===== src/sv/hcs_pkg.sv =====
// hcs_pkg: shared types and constants of the header comment stripper
`default_nettype none
package hcs_pkg;

   localparam int HCS_DEPTH_MAX = 31;
   localparam int HCS_QDEPTH    = 2;
   localparam int HCS_QAW       = 1;

   localparam logic [15:0] HCS_CAP_RESET = 16'd256;
   localparam logic [15:0] HCS_COUNT_MAX = 16'hFFFF;

   localparam logic [7:0] CH_NUL   = 8'h00;
   localparam logic [7:0] CH_BSL   = 8'h5C;
   localparam logic [7:0] CH_LPAR  = 8'h28;
   localparam logic [7:0] CH_RPAR  = 8'h29;
   localparam logic [7:0] CH_QUOTE = 8'h22;
   localparam logic [7:0] CH_SPACE = 8'h20;

   localparam logic [17:0] RESERVE_BYTE  = 18'd3;
   localparam logic [17:0] RESERVE_OPEN  = 18'd4;

   typedef enum logic {
      CSR_ENABLE   = 1'b0,
      CSR_CAPACITY = 1'b1
   } csr_idx_type;

   typedef enum logic {
      SEL_CLEAN   = 1'b0,
      SEL_COMMENT = 1'b1
   } sel_type;

   typedef struct packed {
      logic       sel;
      logic [7:0] data;
   } ent_type;

   typedef struct packed {
      logic              is_end;
      logic              comment_end;
      logic [1:0]        n_ent;
      ent_type [2:0]     ent;
   } job_type;

endpackage
`default_nettype wire


===== src/sv/header_comment_stripper.sv =====
// header_comment_stripper: top level of the mail header comment stripper
//
// Header bytes arrive on the req_ channel, one item per accepted byte; a
// byte of zero ends the string and returns all parse state to zero. Result
// items leave on the rsp_ channel: stream_sel picks the cleaned or comment
// stream, end_mark flags a terminator, last flags the final result of a byte.
// The csr_ port writes comments_enabled (index 0) and comment_capacity
// (index 1); write it only while the block is idle.
// With the block empty, the first result of a byte passes through the job
// queue and the output register before it is on rsp_. The back end emits
// one result per cycle while rsp_stall is low; a byte has 0 to 3 results
// for ordinary bytes, saved depth plus 2 for the end byte (1 with the comment
// stream off). The front end takes a byte every cycle while its two-entry
// job queue has room.
// Reset (synchronous, active high) restores the registers to enabled and
// capacity 256, clears parse state and empties queue and output register.
// While rsp_stall is high the output register holds its item; the queue
// then fills and req_stall rises.
`default_nettype none
module header_comment_stripper #(
   parameter int DEPTH_MAX = hcs_pkg::HCS_DEPTH_MAX
) (
   input  wire logic         clock,
   input  wire logic         reset,
   input  wire logic         req_valid,
   output logic              req_stall,
   input  wire logic [7:0]   req_char_byte,
   output logic              rsp_valid,
   input  wire logic         rsp_stall,
   output logic              rsp_stream_sel,
   output logic [7:0]        rsp_out_byte,
   output logic              rsp_end_mark,
   output logic              rsp_last,
   input  wire logic         csr_we,
   input  wire logic         csr_index,
   input  wire logic [15:0]  csr_wdata
);
   import hcs_pkg::*;

   localparam int DW = $clog2(DEPTH_MAX + 1);

   logic             push;
   job_type          push_job;
   logic [DW-1:0]    push_close;
   logic             q_full;
   logic             pop;
   logic             head_valid;
   job_type          head_job;
   logic [DW-1:0]    head_close;

   hcs_front #(
      .DEPTH_MAX (DEPTH_MAX),
      .DW        (DW)
   ) u_front (
      .clock         (clock),
      .reset         (reset),
      .req_valid     (req_valid),
      .req_stall     (req_stall),
      .req_char_byte (req_char_byte),
      .csr_we        (csr_we),
      .csr_index     (csr_index),
      .csr_wdata     (csr_wdata),
      .q_full        (q_full),
      .push          (push),
      .push_job      (push_job),
      .push_close    (push_close)
   );

   hcs_queue #(
      .DW (DW)
   ) u_queue (
      .clock      (clock),
      .reset      (reset),
      .push       (push),
      .push_job   (push_job),
      .push_close (push_close),
      .full       (q_full),
      .pop        (pop),
      .head_valid (head_valid),
      .head_job   (head_job),
      .head_close (head_close)
   );

   hcs_back #(
      .DEPTH_MAX (DEPTH_MAX),
      .DW        (DW)
   ) u_back (
      .clock          (clock),
      .reset          (reset),
      .head_valid     (head_valid),
      .head_job       (head_job),
      .head_close     (head_close),
      .pop            (pop),
      .rsp_valid      (rsp_valid),
      .rsp_stall      (rsp_stall),
      .rsp_stream_sel (rsp_stream_sel),
      .rsp_out_byte   (rsp_out_byte),
      .rsp_end_mark   (rsp_end_mark),
      .rsp_last       (rsp_last)
   );

endmodule
`default_nettype wire


===== src/sv/hcs_front.sv =====
// hcs_front: item intake, csr registers, parse state and job building
`default_nettype none
module hcs_front #(
   parameter int DEPTH_MAX = hcs_pkg::HCS_DEPTH_MAX,
   parameter int DW        = $clog2(DEPTH_MAX + 1)
) (
   input  wire logic                  clock,
   input  wire logic                  reset,
   input  wire logic                  req_valid,
   output logic                       req_stall,
   input  wire logic [7:0]            req_char_byte,
   input  wire logic                  csr_we,
   input  wire logic                  csr_index,
   input  wire logic [15:0]           csr_wdata,
   input  wire logic                  q_full,
   output logic                       push,
   output hcs_pkg::job_type           push_job,
   output logic [DW-1:0]              push_close
);
   import hcs_pkg::*;

   localparam logic [DW-1:0] DMAX = DW'(DEPTH_MAX);

   logic           enable_ff, enable_in;
   logic [15:0]    cap_ff, cap_in;
   logic [DW-1:0]  depth_ff, depth_in;
   logic [DW-1:0]  saved_ff, saved_in;
   logic           quote_ff, quote_in;
   logic           esc_ff, esc_in;
   logic [15:0]    count_ff, count_in;

   logic           accept;
   logic [17:0]    used;
   logic           room3, room4;
   logic [1:0]     inc;
   logic [16:0]    count_sum;
   logic           clear;
   logic [DW-1:0]  nd;
   logic [7:0]     b;

   assign req_stall = q_full;
   assign accept    = req_valid && !q_full;
   assign b         = req_char_byte;
   assign used      = {2'b00, count_ff} + 18'(saved_ff);
   assign room3     = enable_ff && ((used + RESERVE_BYTE) < {2'b00, cap_ff});
   assign room4     = enable_ff && ((used + RESERVE_OPEN) < {2'b00, cap_ff});
   assign count_sum = {1'b0, count_ff} + 17'(inc);

   always_comb begin
      enable_in  = enable_ff;
      cap_in     = cap_ff;
      depth_in   = depth_ff;
      saved_in   = saved_ff;
      quote_in   = quote_ff;
      esc_in     = esc_ff;
      inc        = 2'd0;
      clear      = 1'b0;
      push       = 1'b0;
      push_job   = '0;
      push_close = '0;
      nd         = depth_ff;

      if (csr_we) begin
         case (csr_idx_type'(csr_index))
            CSR_ENABLE:   enable_in = csr_wdata[0];
            CSR_CAPACITY: cap_in    = csr_wdata;
            default:      cap_in    = cap_ff;
         endcase
      end

      if (accept) begin
         if (b == CH_NUL) begin
            push                 = 1'b1;
            push_job.is_end      = 1'b1;
            push_job.comment_end = enable_ff;
            push_close           = enable_ff ? saved_ff : '0;
            clear                = 1'b1;
         end else if (esc_ff) begin
            esc_in = 1'b0;
            if (depth_ff != '0) begin
               if (room3) begin
                  push           = 1'b1;
                  push_job.n_ent = 2'd2;
                  push_job.ent[0] = '{sel: SEL_COMMENT, data: CH_BSL};
                  push_job.ent[1] = '{sel: SEL_COMMENT, data: b};
                  inc            = 2'd2;
               end
            end else begin
               push            = 1'b1;
               push_job.n_ent  = 2'd2;
               push_job.ent[0] = '{sel: SEL_CLEAN, data: CH_BSL};
               push_job.ent[1] = '{sel: SEL_CLEAN, data: b};
            end
         end else if (b == CH_BSL && (quote_ff || depth_ff != '0)) begin
            esc_in = 1'b1;
         end else if (depth_ff != '0) begin
            if (b == CH_RPAR) begin
               nd = depth_ff - DW'(1);
            end else if (b == CH_LPAR && depth_ff < DMAX) begin
               nd = depth_ff + DW'(1);
            end
            depth_in = nd;
            if (room3) begin
               push            = 1'b1;
               push_job.n_ent  = 2'd1;
               push_job.ent[0] = '{sel: SEL_COMMENT, data: b};
               inc             = 2'd1;
               saved_in        = nd;
            end
         end else if (b == CH_QUOTE) begin
            quote_in        = !quote_ff;
            push            = 1'b1;
            push_job.n_ent  = 2'd1;
            push_job.ent[0] = '{sel: SEL_CLEAN, data: b};
         end else if (!quote_ff && b == CH_LPAR) begin
            nd       = DW'(1);
            depth_in = nd;
            push     = 1'b1;
            if (room4) begin
               saved_in = nd;
               if (count_ff != '0) begin
                  push_job.n_ent  = 2'd3;
                  push_job.ent[0] = '{sel: SEL_COMMENT, data: CH_SPACE};
                  push_job.ent[1] = '{sel: SEL_COMMENT, data: CH_LPAR};
                  push_job.ent[2] = '{sel: SEL_CLEAN, data: CH_SPACE};
                  inc             = 2'd2;
               end else begin
                  push_job.n_ent  = 2'd2;
                  push_job.ent[0] = '{sel: SEL_COMMENT, data: CH_LPAR};
                  push_job.ent[1] = '{sel: SEL_CLEAN, data: CH_SPACE};
                  inc             = 2'd1;
               end
            end else begin
               push_job.n_ent  = 2'd1;
               push_job.ent[0] = '{sel: SEL_CLEAN, data: CH_SPACE};
            end
         end else if (quote_ff || b != CH_RPAR) begin
            push            = 1'b1;
            push_job.n_ent  = 2'd1;
            push_job.ent[0] = '{sel: SEL_CLEAN, data: b};
         end
      end

      count_in = count_sum[16] ? HCS_COUNT_MAX : count_sum[15:0];
      if (clear) begin
         depth_in = '0;
         saved_in = '0;
         quote_in = 1'b0;
         esc_in   = 1'b0;
         count_in = '0;
      end
   end

   always_ff @(posedge clock) begin
      if (reset) begin
         enable_ff <= 1'b1;
         cap_ff    <= HCS_CAP_RESET;
         depth_ff  <= '0;
         saved_ff  <= '0;
         quote_ff  <= 1'b0;
         esc_ff    <= 1'b0;
         count_ff  <= '0;
      end else begin
         enable_ff <= enable_in;
         cap_ff    <= cap_in;
         depth_ff  <= depth_in;
         saved_ff  <= saved_in;
         quote_ff  <= quote_in;
         esc_ff    <= esc_in;
         count_ff  <= count_in;
      end
   end

   a_esc_context: assert property (@(posedge clock) disable iff (reset)
      esc_ff |-> (quote_ff || depth_ff != '0))
      else $error("escape pending outside quote and comment");

   a_depth_bound: assert property (@(posedge clock) disable iff (reset)
      depth_ff <= DMAX && saved_ff <= DMAX)
      else $error("nesting depth beyond bound");

endmodule
`default_nettype wire


===== src/sv/hcs_queue.sv =====
// hcs_queue: short job queue between front and back
`default_nettype none
module hcs_queue #(
   parameter int DW = 5
) (
   input  wire logic              clock,
   input  wire logic              reset,
   input  wire logic              push,
   input  wire hcs_pkg::job_type  push_job,
   input  wire logic [DW-1:0]     push_close,
   output logic                   full,
   input  wire logic              pop,
   output logic                   head_valid,
   output hcs_pkg::job_type       head_job,
   output logic [DW-1:0]          head_close
);
   import hcs_pkg::*;

   localparam int CW = $clog2(HCS_QDEPTH + 1);

   job_type                   job_ff [HCS_QDEPTH];
   logic [DW-1:0]             close_ff [HCS_QDEPTH];
   logic [HCS_QAW-1:0]        wr_ff, wr_in;
   logic [HCS_QAW-1:0]        rd_ff, rd_in;
   logic [CW-1:0]             cnt_ff, cnt_in;

   assign full       = (cnt_ff == CW'(HCS_QDEPTH));
   assign head_valid = (cnt_ff != '0);
   assign head_job   = job_ff[rd_ff];
   assign head_close = close_ff[rd_ff];

   always_comb begin
      wr_in  = push ? wr_ff + HCS_QAW'(1) : wr_ff;
      rd_in  = pop ? rd_ff + HCS_QAW'(1) : rd_ff;
      cnt_in = cnt_ff + CW'(push) - CW'(pop);
   end

   always_ff @(posedge clock) begin
      if (reset) begin
         wr_ff  <= '0;
         rd_ff  <= '0;
         cnt_ff <= '0;
      end else begin
         wr_ff  <= wr_in;
         rd_ff  <= rd_in;
         cnt_ff <= cnt_in;
      end
   end

   always_ff @(posedge clock) begin
      if (push) begin
         job_ff[wr_ff]   <= push_job;
         close_ff[wr_ff] <= push_close;
      end
   end

   a_no_overflow: assert property (@(posedge clock) disable iff (reset)
      push |-> !full)
      else $error("push into full queue");

   a_no_underflow: assert property (@(posedge clock) disable iff (reset)
      pop |-> head_valid)
      else $error("pop from empty queue");

endmodule
`default_nettype wire


===== src/sv/hcs_back.sv =====
// hcs_back: expands queued jobs into result items through the output register
`default_nettype none
module hcs_back #(
   parameter int DEPTH_MAX = hcs_pkg::HCS_DEPTH_MAX,
   parameter int DW        = $clog2(DEPTH_MAX + 1)
) (
   input  wire logic              clock,
   input  wire logic              reset,
   input  wire logic              head_valid,
   input  wire hcs_pkg::job_type  head_job,
   input  wire logic [DW-1:0]     head_close,
   output logic                   pop,
   output logic                   rsp_valid,
   input  wire logic              rsp_stall,
   output logic                   rsp_stream_sel,
   output logic [7:0]             rsp_out_byte,
   output logic                   rsp_end_mark,
   output logic                   rsp_last
);
   import hcs_pkg::*;

   localparam int CW = $clog2(DEPTH_MAX + 3);

   logic [CW-1:0]  pos_ff, pos_in;
   logic           valid_ff, valid_in;
   logic           sel_ff, sel_in;
   logic [7:0]     byte_ff, byte_in;
   logic           end_ff, end_in;
   logic           last_ff, last_in;

   logic           advance;
   logic [CW-1:0]  total;
   logic [CW-1:0]  close_w;
   logic           is_last;

   assign advance = !valid_ff || !rsp_stall;
   assign close_w = CW'(head_close);
   assign total   = head_job.is_end
                    ? close_w + CW'(1) + CW'(head_job.comment_end)
                    : CW'(head_job.n_ent);
   assign is_last = (pos_ff == total - CW'(1));
   assign pop     = advance && head_valid && is_last;

   always_comb begin
      pos_in   = pos_ff;
      valid_in = valid_ff;
      sel_in   = sel_ff;
      byte_in  = byte_ff;
      end_in   = end_ff;
      last_in  = last_ff;
      if (advance) begin
         valid_in = head_valid;
         if (head_valid) begin
            last_in = is_last;
            pos_in  = is_last ? '0 : pos_ff + CW'(1);
            if (head_job.is_end) begin
               if (pos_ff < close_w) begin
                  sel_in  = SEL_COMMENT;
                  byte_in = CH_RPAR;
                  end_in  = 1'b0;
               end else if (head_job.comment_end && pos_ff == close_w) begin
                  sel_in  = SEL_COMMENT;
                  byte_in = CH_NUL;
                  end_in  = 1'b1;
               end else begin
                  sel_in  = SEL_CLEAN;
                  byte_in = CH_NUL;
                  end_in  = 1'b1;
               end
            end else begin
               end_in = 1'b0;
               case (pos_ff[1:0])
                  2'd0:    {sel_in, byte_in} = head_job.ent[0];
                  2'd1:    {sel_in, byte_in} = head_job.ent[1];
                  default: {sel_in, byte_in} = head_job.ent[2];
               endcase
            end
         end
      end
   end

   always_ff @(posedge clock) begin
      if (reset) begin
         pos_ff   <= '0;
         valid_ff <= 1'b0;
      end else begin
         pos_ff   <= pos_in;
         valid_ff <= valid_in;
      end
   end

   always_ff @(posedge clock) begin
      sel_ff  <= sel_in;
      byte_ff <= byte_in;
      end_ff  <= end_in;
      last_ff <= last_in;
   end

   assign rsp_valid      = valid_ff;
   assign rsp_stream_sel = sel_ff;
   assign rsp_out_byte   = byte_ff;
   assign rsp_end_mark   = end_ff;
   assign rsp_last       = last_ff;

   a_pos_in_job: assert property (@(posedge clock) disable iff (reset)
      head_valid |-> pos_ff < total)
      else $error("result position beyond job length");

endmodule
`default_nettype wire

===== config.mk =====
export PLATFORM = sky130hd
export DESIGN_NAME = header_comment_stripper
export DESIGN_NICKNAME = d
export VERILOG_FILES = /design/src/sv/hcs_pkg.sv /design/src/sv/header_comment_stripper.sv /design/src/sv/hcs_front.sv /design/src/sv/hcs_queue.sv /design/src/sv/hcs_back.sv
export SDC_FILE = /design/constraint.sdc
export NUM_CORES = 1
export LEC_CHECK = 0
export ABC_AREA = 0
export BUFFER_PORTS_ARGS = -buffer_cell sky130_fd_sc_hd__buf_4
export CORE_MARGIN = 2
export CORE_UTILIZATION = 50
export DETAILED_ROUTE_END_ITERATION = 8
export MAX_ROUTING_LAYER = met4
export PLACE_DENSITY = 0.67
export SLEW_MARGIN = 20
export SYNTH_ARGS = -nofsm -noshare
export SYNTH_HDL_FRONTEND = slang
export SYNTH_SLANG_ARGS = --single-unit

===== constraint.sdc =====
create_clock -name clock -period 6.8 [get_ports clock]
set_input_delay 0.34 -clock clock [delete_from_list [all_inputs] [get_ports clock]]
set_output_delay 0.34 -clock clock [all_outputs]
set_load 0.1 [all_outputs]

==> impl_metrics.py <==
metrics = {
    "final_layout": {
        "nNetsFinal": 939,
        "final_area_sq_um": 8929,
        "drive_above_1_share": 0.1594,
        "n_fill_cell": 1302,
        "antenna_cells": 0,
        "syn_to_final_growth_pct": 14.45,
    },
    "pwr": {
        "powerDensity_nw_per_um2": 314.0,
        "finalPower_mw": 2.803,
        "pwr-share-clk": 0.330,
        "p_comb_frac": 0.317,
        "p_sw_mw": 1.026,
        "p_leak_nw": 3.506,
        "p_int_mw": 1.777,
        "ir_worst_vdd_mv": 0.1659,
        "switching_share": 0.3660,
        "seqPwrFrac": 0.353,
    },
    "sta": {
        "max_slew_margin": 0.3043,
        "rsz0062_at_grt": "no",
        "maxSlewViolCount": 0,
        "setup-violations-final": 0,
        "fin_crit_ns": 6.350,
        "fin_crit_sh": 0.9339,
        "setup_slack_ns": 0.4497,
        "hold_viol": 0,
        "clock_skew_ns": 0.009229,
        "finalSetupTns_ns": 0,
        "fmax_mhz": 157.5,
        "worst_pin_slew_ns": 1.044,
    },
    "yosys": {
        "syn_nets": 898,
        "syn-cell-area_sq_um": 7801,
        "ys_seq_area_frac": 0.4042,
        "yosys_warnings": 0,
        "yosys.area_share.xor_xnor": 0.07185,
        "synth.distinct_cells": 80,
        "synth_enable_flop_cells": 67,
        "async_flop_share": 0,
        "synth_fa_ha_area_frac": 0.09174,
        "synth_compound_area_frac": 0.1460,
        "synthMuxAreaShare": 0.06095,
        "synth_top_flop_cell": "edfxtp_1",
        "syn_area_per_cell_sq_um": 9.607,
        "yosys.area_share.simple": 0.1819,
        "synth_top_family_by_area": "simple AND/OR/NAND/NOR gates",
        "syn_inst": 812,
        "ys_seq_elements": 124,
    },
    "outcome": {
        "status": "complete, no violations",
    },
    "cts": {
        "clkLatencyLatePin_ns": 0.42,
        "cts_max_level": 4,
        "cts_made_buffers": 17,
        "clk_pin_slew_ns": 0.06,
        "cts_root_buffer": "clkbuf_16",
        "numClockSinks": 124,
        "cts_tree": "yes",
        "cts_max_path_buffers": 2,
    },
    "critical_path": {
        "start_kind": "register",
        "arrival_ns": 6.64,
        "reg2reg_depth": 28,
        "crit_slowest_cell": "or3b_1",
        "cp.required_ns": 7.09,
        "cpMostUsedCell": "ha_1",
        "end_kind": "register",
        "critical-path-max-stage-delay_ns": 0.44,
        "crit_type": "reg -> reg",
        "critPathMaxFanout": 7,
    },
    "drt": {
        "avgViaCountPerCell": 5.812,
        "wl_per_cell_um": 16.96,
        "wirelength_mm": 17.87,
        "ant_nets": 0,
        "drt_iter0_markers": 303,
        "via_count": 6126,
        "firstDrtPassIters": 5,
        "post-route-drc-count": 0,
    },
    "global_route": {
        "grt_max_degree": 30,
        "grt_pass1_vias": 6099,
        "grt-ovfl-total": 0,
        "antenna_found_initial": 0,
        "track_usage": 0.2316,
        "grt_pass1_wl_mm": 29.38,
    },
    "placed_design": {
        "io_buffers": 42,
        "dp_hpwl_mm": 13.35,
        "gp_congestion": 0.9448,
        "dpl_cell_area_sq_um": 8282,
        "post-place-ws_ns": 0.01010,
    },
    "floorplan": {
        "ios": 43,
        "core_area_sq_um": 15200,
        "start_util": 0.5132,
        "fp.dieW_um": 128.9,
        "num_rows": 45,
        "die_y_um": 128.9,
        "die_area_sq_um": 16620,
    },
    "run": {
        "drv_cap": 0,
    },
    "hold_path": {
        "worst_hold_path.num_cells": 3,
        "hp-class": "in -> reg",
    },
}
-- critical path: cells and delay by family (launching register included) --
kind	cells	cell delay, ns
xor gates and xnor gates	1	0.18
AOI/OAI and AO/OA	10	1.83
DFF	1	0.37
buffers and inverters	2	0.13
adders and majority gates	5	1.51
and+or+nand+nor	10	2.19
-- metrics by stage --
stage | cells | hold slack (ns) | utilization
finish | 1054 | 0.1366 | 0.5873
global route | 1054 | 0.1270 | 0.5873
CTS | 1053 | 0.1225 | 0.5845
detailed placement | 1021 | 0.4505 | 0.5448
global placement | 1021 | 0.4488 | 0.5448
floorplan | 812 | 0.4363 | -
-- power groups by stage --
stage	Clock (mW)	Sequential, mW	Combinational (mW)
2_1_floorplan	0	1.24	0.466
3_3_place_gp	0	1.00	0.873
3_5_place_dp	0	1.01	0.886
4_1_cts	0.938	0.992	0.894
5_1_grt	0.971	1.00	0.957
6_report	0.924	0.991	0.888
-- cell usage in the layout, fill, tap and decap left out, types with 21 or more instances in the layout --
master / Yosys / layout
nand3_1: 21 / 21
inv_1: 52 / 52
xnor2_1: 29 / 29
xor2_1: 35 / 35
edfxtp_1: 67 / 67
nor2_1: 60 / 59
nand2_1: 83 / 83
ha_1: 54 / 54
a21oi_1: 58 / 56
dfxtp_1: 57 / 57
buf_4: 2 / 52
-- Yosys cell counts, drive strengths merged, types with 3 or more instances --
library cell / instances / area share
mux2i: 20 / 0.027
nand3b: 8 / 0.0077
inv: 52 / 0.025
nand2b: 7 / 0.0056
a311oi: 3 / 0.0050
o41ai: 3 / 0.0034
nand4: 12 / 0.0096
o2111ai: 5 / 0.0064
a221oi: 3 / 0.0034
nand2: 84 / 0.041
or3: 7 / 0.0056
buf: 10 / 0.0087
nor3b: 3 / 0.0035
edfxtp: 67 / 0.26
o21ai: 19 / 0.013
a211oi: 11 / 0.013
a21oi: 59 / 0.039
xor2: 35 / 0.039
mux2: 23 / 0.034
a22oi: 7 / 0.0067
o211ai: 8 / 0.0090
and2: 8 / 0.0071
a21o: 10 / 0.0096
a31oi: 6 / 0.0056
o21a: 7 / 0.0067
nor3: 17 / 0.014
xnor2: 29 / 0.033
nand3: 22 / 0.015
nor2: 61 / 0.030
or2: 3 / 0.0024
nor4: 10 / 0.0088
o31ai: 6 / 0.0058
o21bai: 4 / 0.0043
clkbuf: 20 / 0.0098
nor2b: 13 / 0.010
dfxtp: 57 / 0.15
a21boi: 3 / 0.0029
and3: 13 / 0.010
ha: 54 / 0.087
-- repair_timing --
action,in CTS,in global routing
setup endpoints to repair,12,16
hold buffers,0,0
cloned,0,0
setup buffers,0,1
gates resized for setup,1,9
pin swaps,0,1
-- cells by family (layout without fill, tap and decap cells) --
| logic type | count (synthesis) | in the layout |
|---|---|---|
| mux | 43 | 43 |
| buf+inv | 82 | 136 |
| xor+xnor | 64 | 64 |
| simple gates | 278 | 278 |
| flops | 124 | 124 |
| fa+ha+maj | 56 | 56 |
| compound gates | 165 | 165 |
-- flip-flops by register name, summed over array words and instances (netlist names), 2 cells and up, named ones only --
name / count
u_back.pos_ff: 6
u_back.rsp_out_byte: 8
u_front.cap_ff: 16
u_front.count_ff: 16
u_front.depth_ff: 5
u_front.saved_ff: 5
u_queue.close_ff: 10
u_queue.cnt_ff: 2
u_queue.job_ff: 46
-- cell type report --
class	count	area [sq um]	share of cell area
repair buffers	52	390.4	0.04372
well taps	188	235.2	0.02635
clock buffers	17	425.4	0.04765
inverters	52	195.2	0.02186
flip-flops and latches	124	3153	0.3531
multi-input cells	606	4352	0.4874
clock inverters	15	177.7	0.01990
-- per-layer routing --
layer | up-vias | global-route usage | routed length [um]
li1 | 3033 | - | -
met1 | 2936 | 0.2787 | 8041
met2 | 122 | 0.3834 | 8798
met3 | 35 | 0.04865 | 609
met4 | 0 | 0.08696 | 423
met5 | - | - | 0
-- final timing paths --
kind	startpoint	to	slack, ns
setup / recovery	u_front.count_ff[0]	u_front.count_ff[10]	0.45
hold / removal	csr_wdata[8]	u_front.cap_ff[8]	0.14
setup reg to reg	u_front.count_ff[0]	u_front.count_ff[10]	0.45
hold reg to reg	u_front.cap_ff[13]	u_front.cap_ff[13]	0.46
Note: power is estimated with default switching activity, not from simulation.
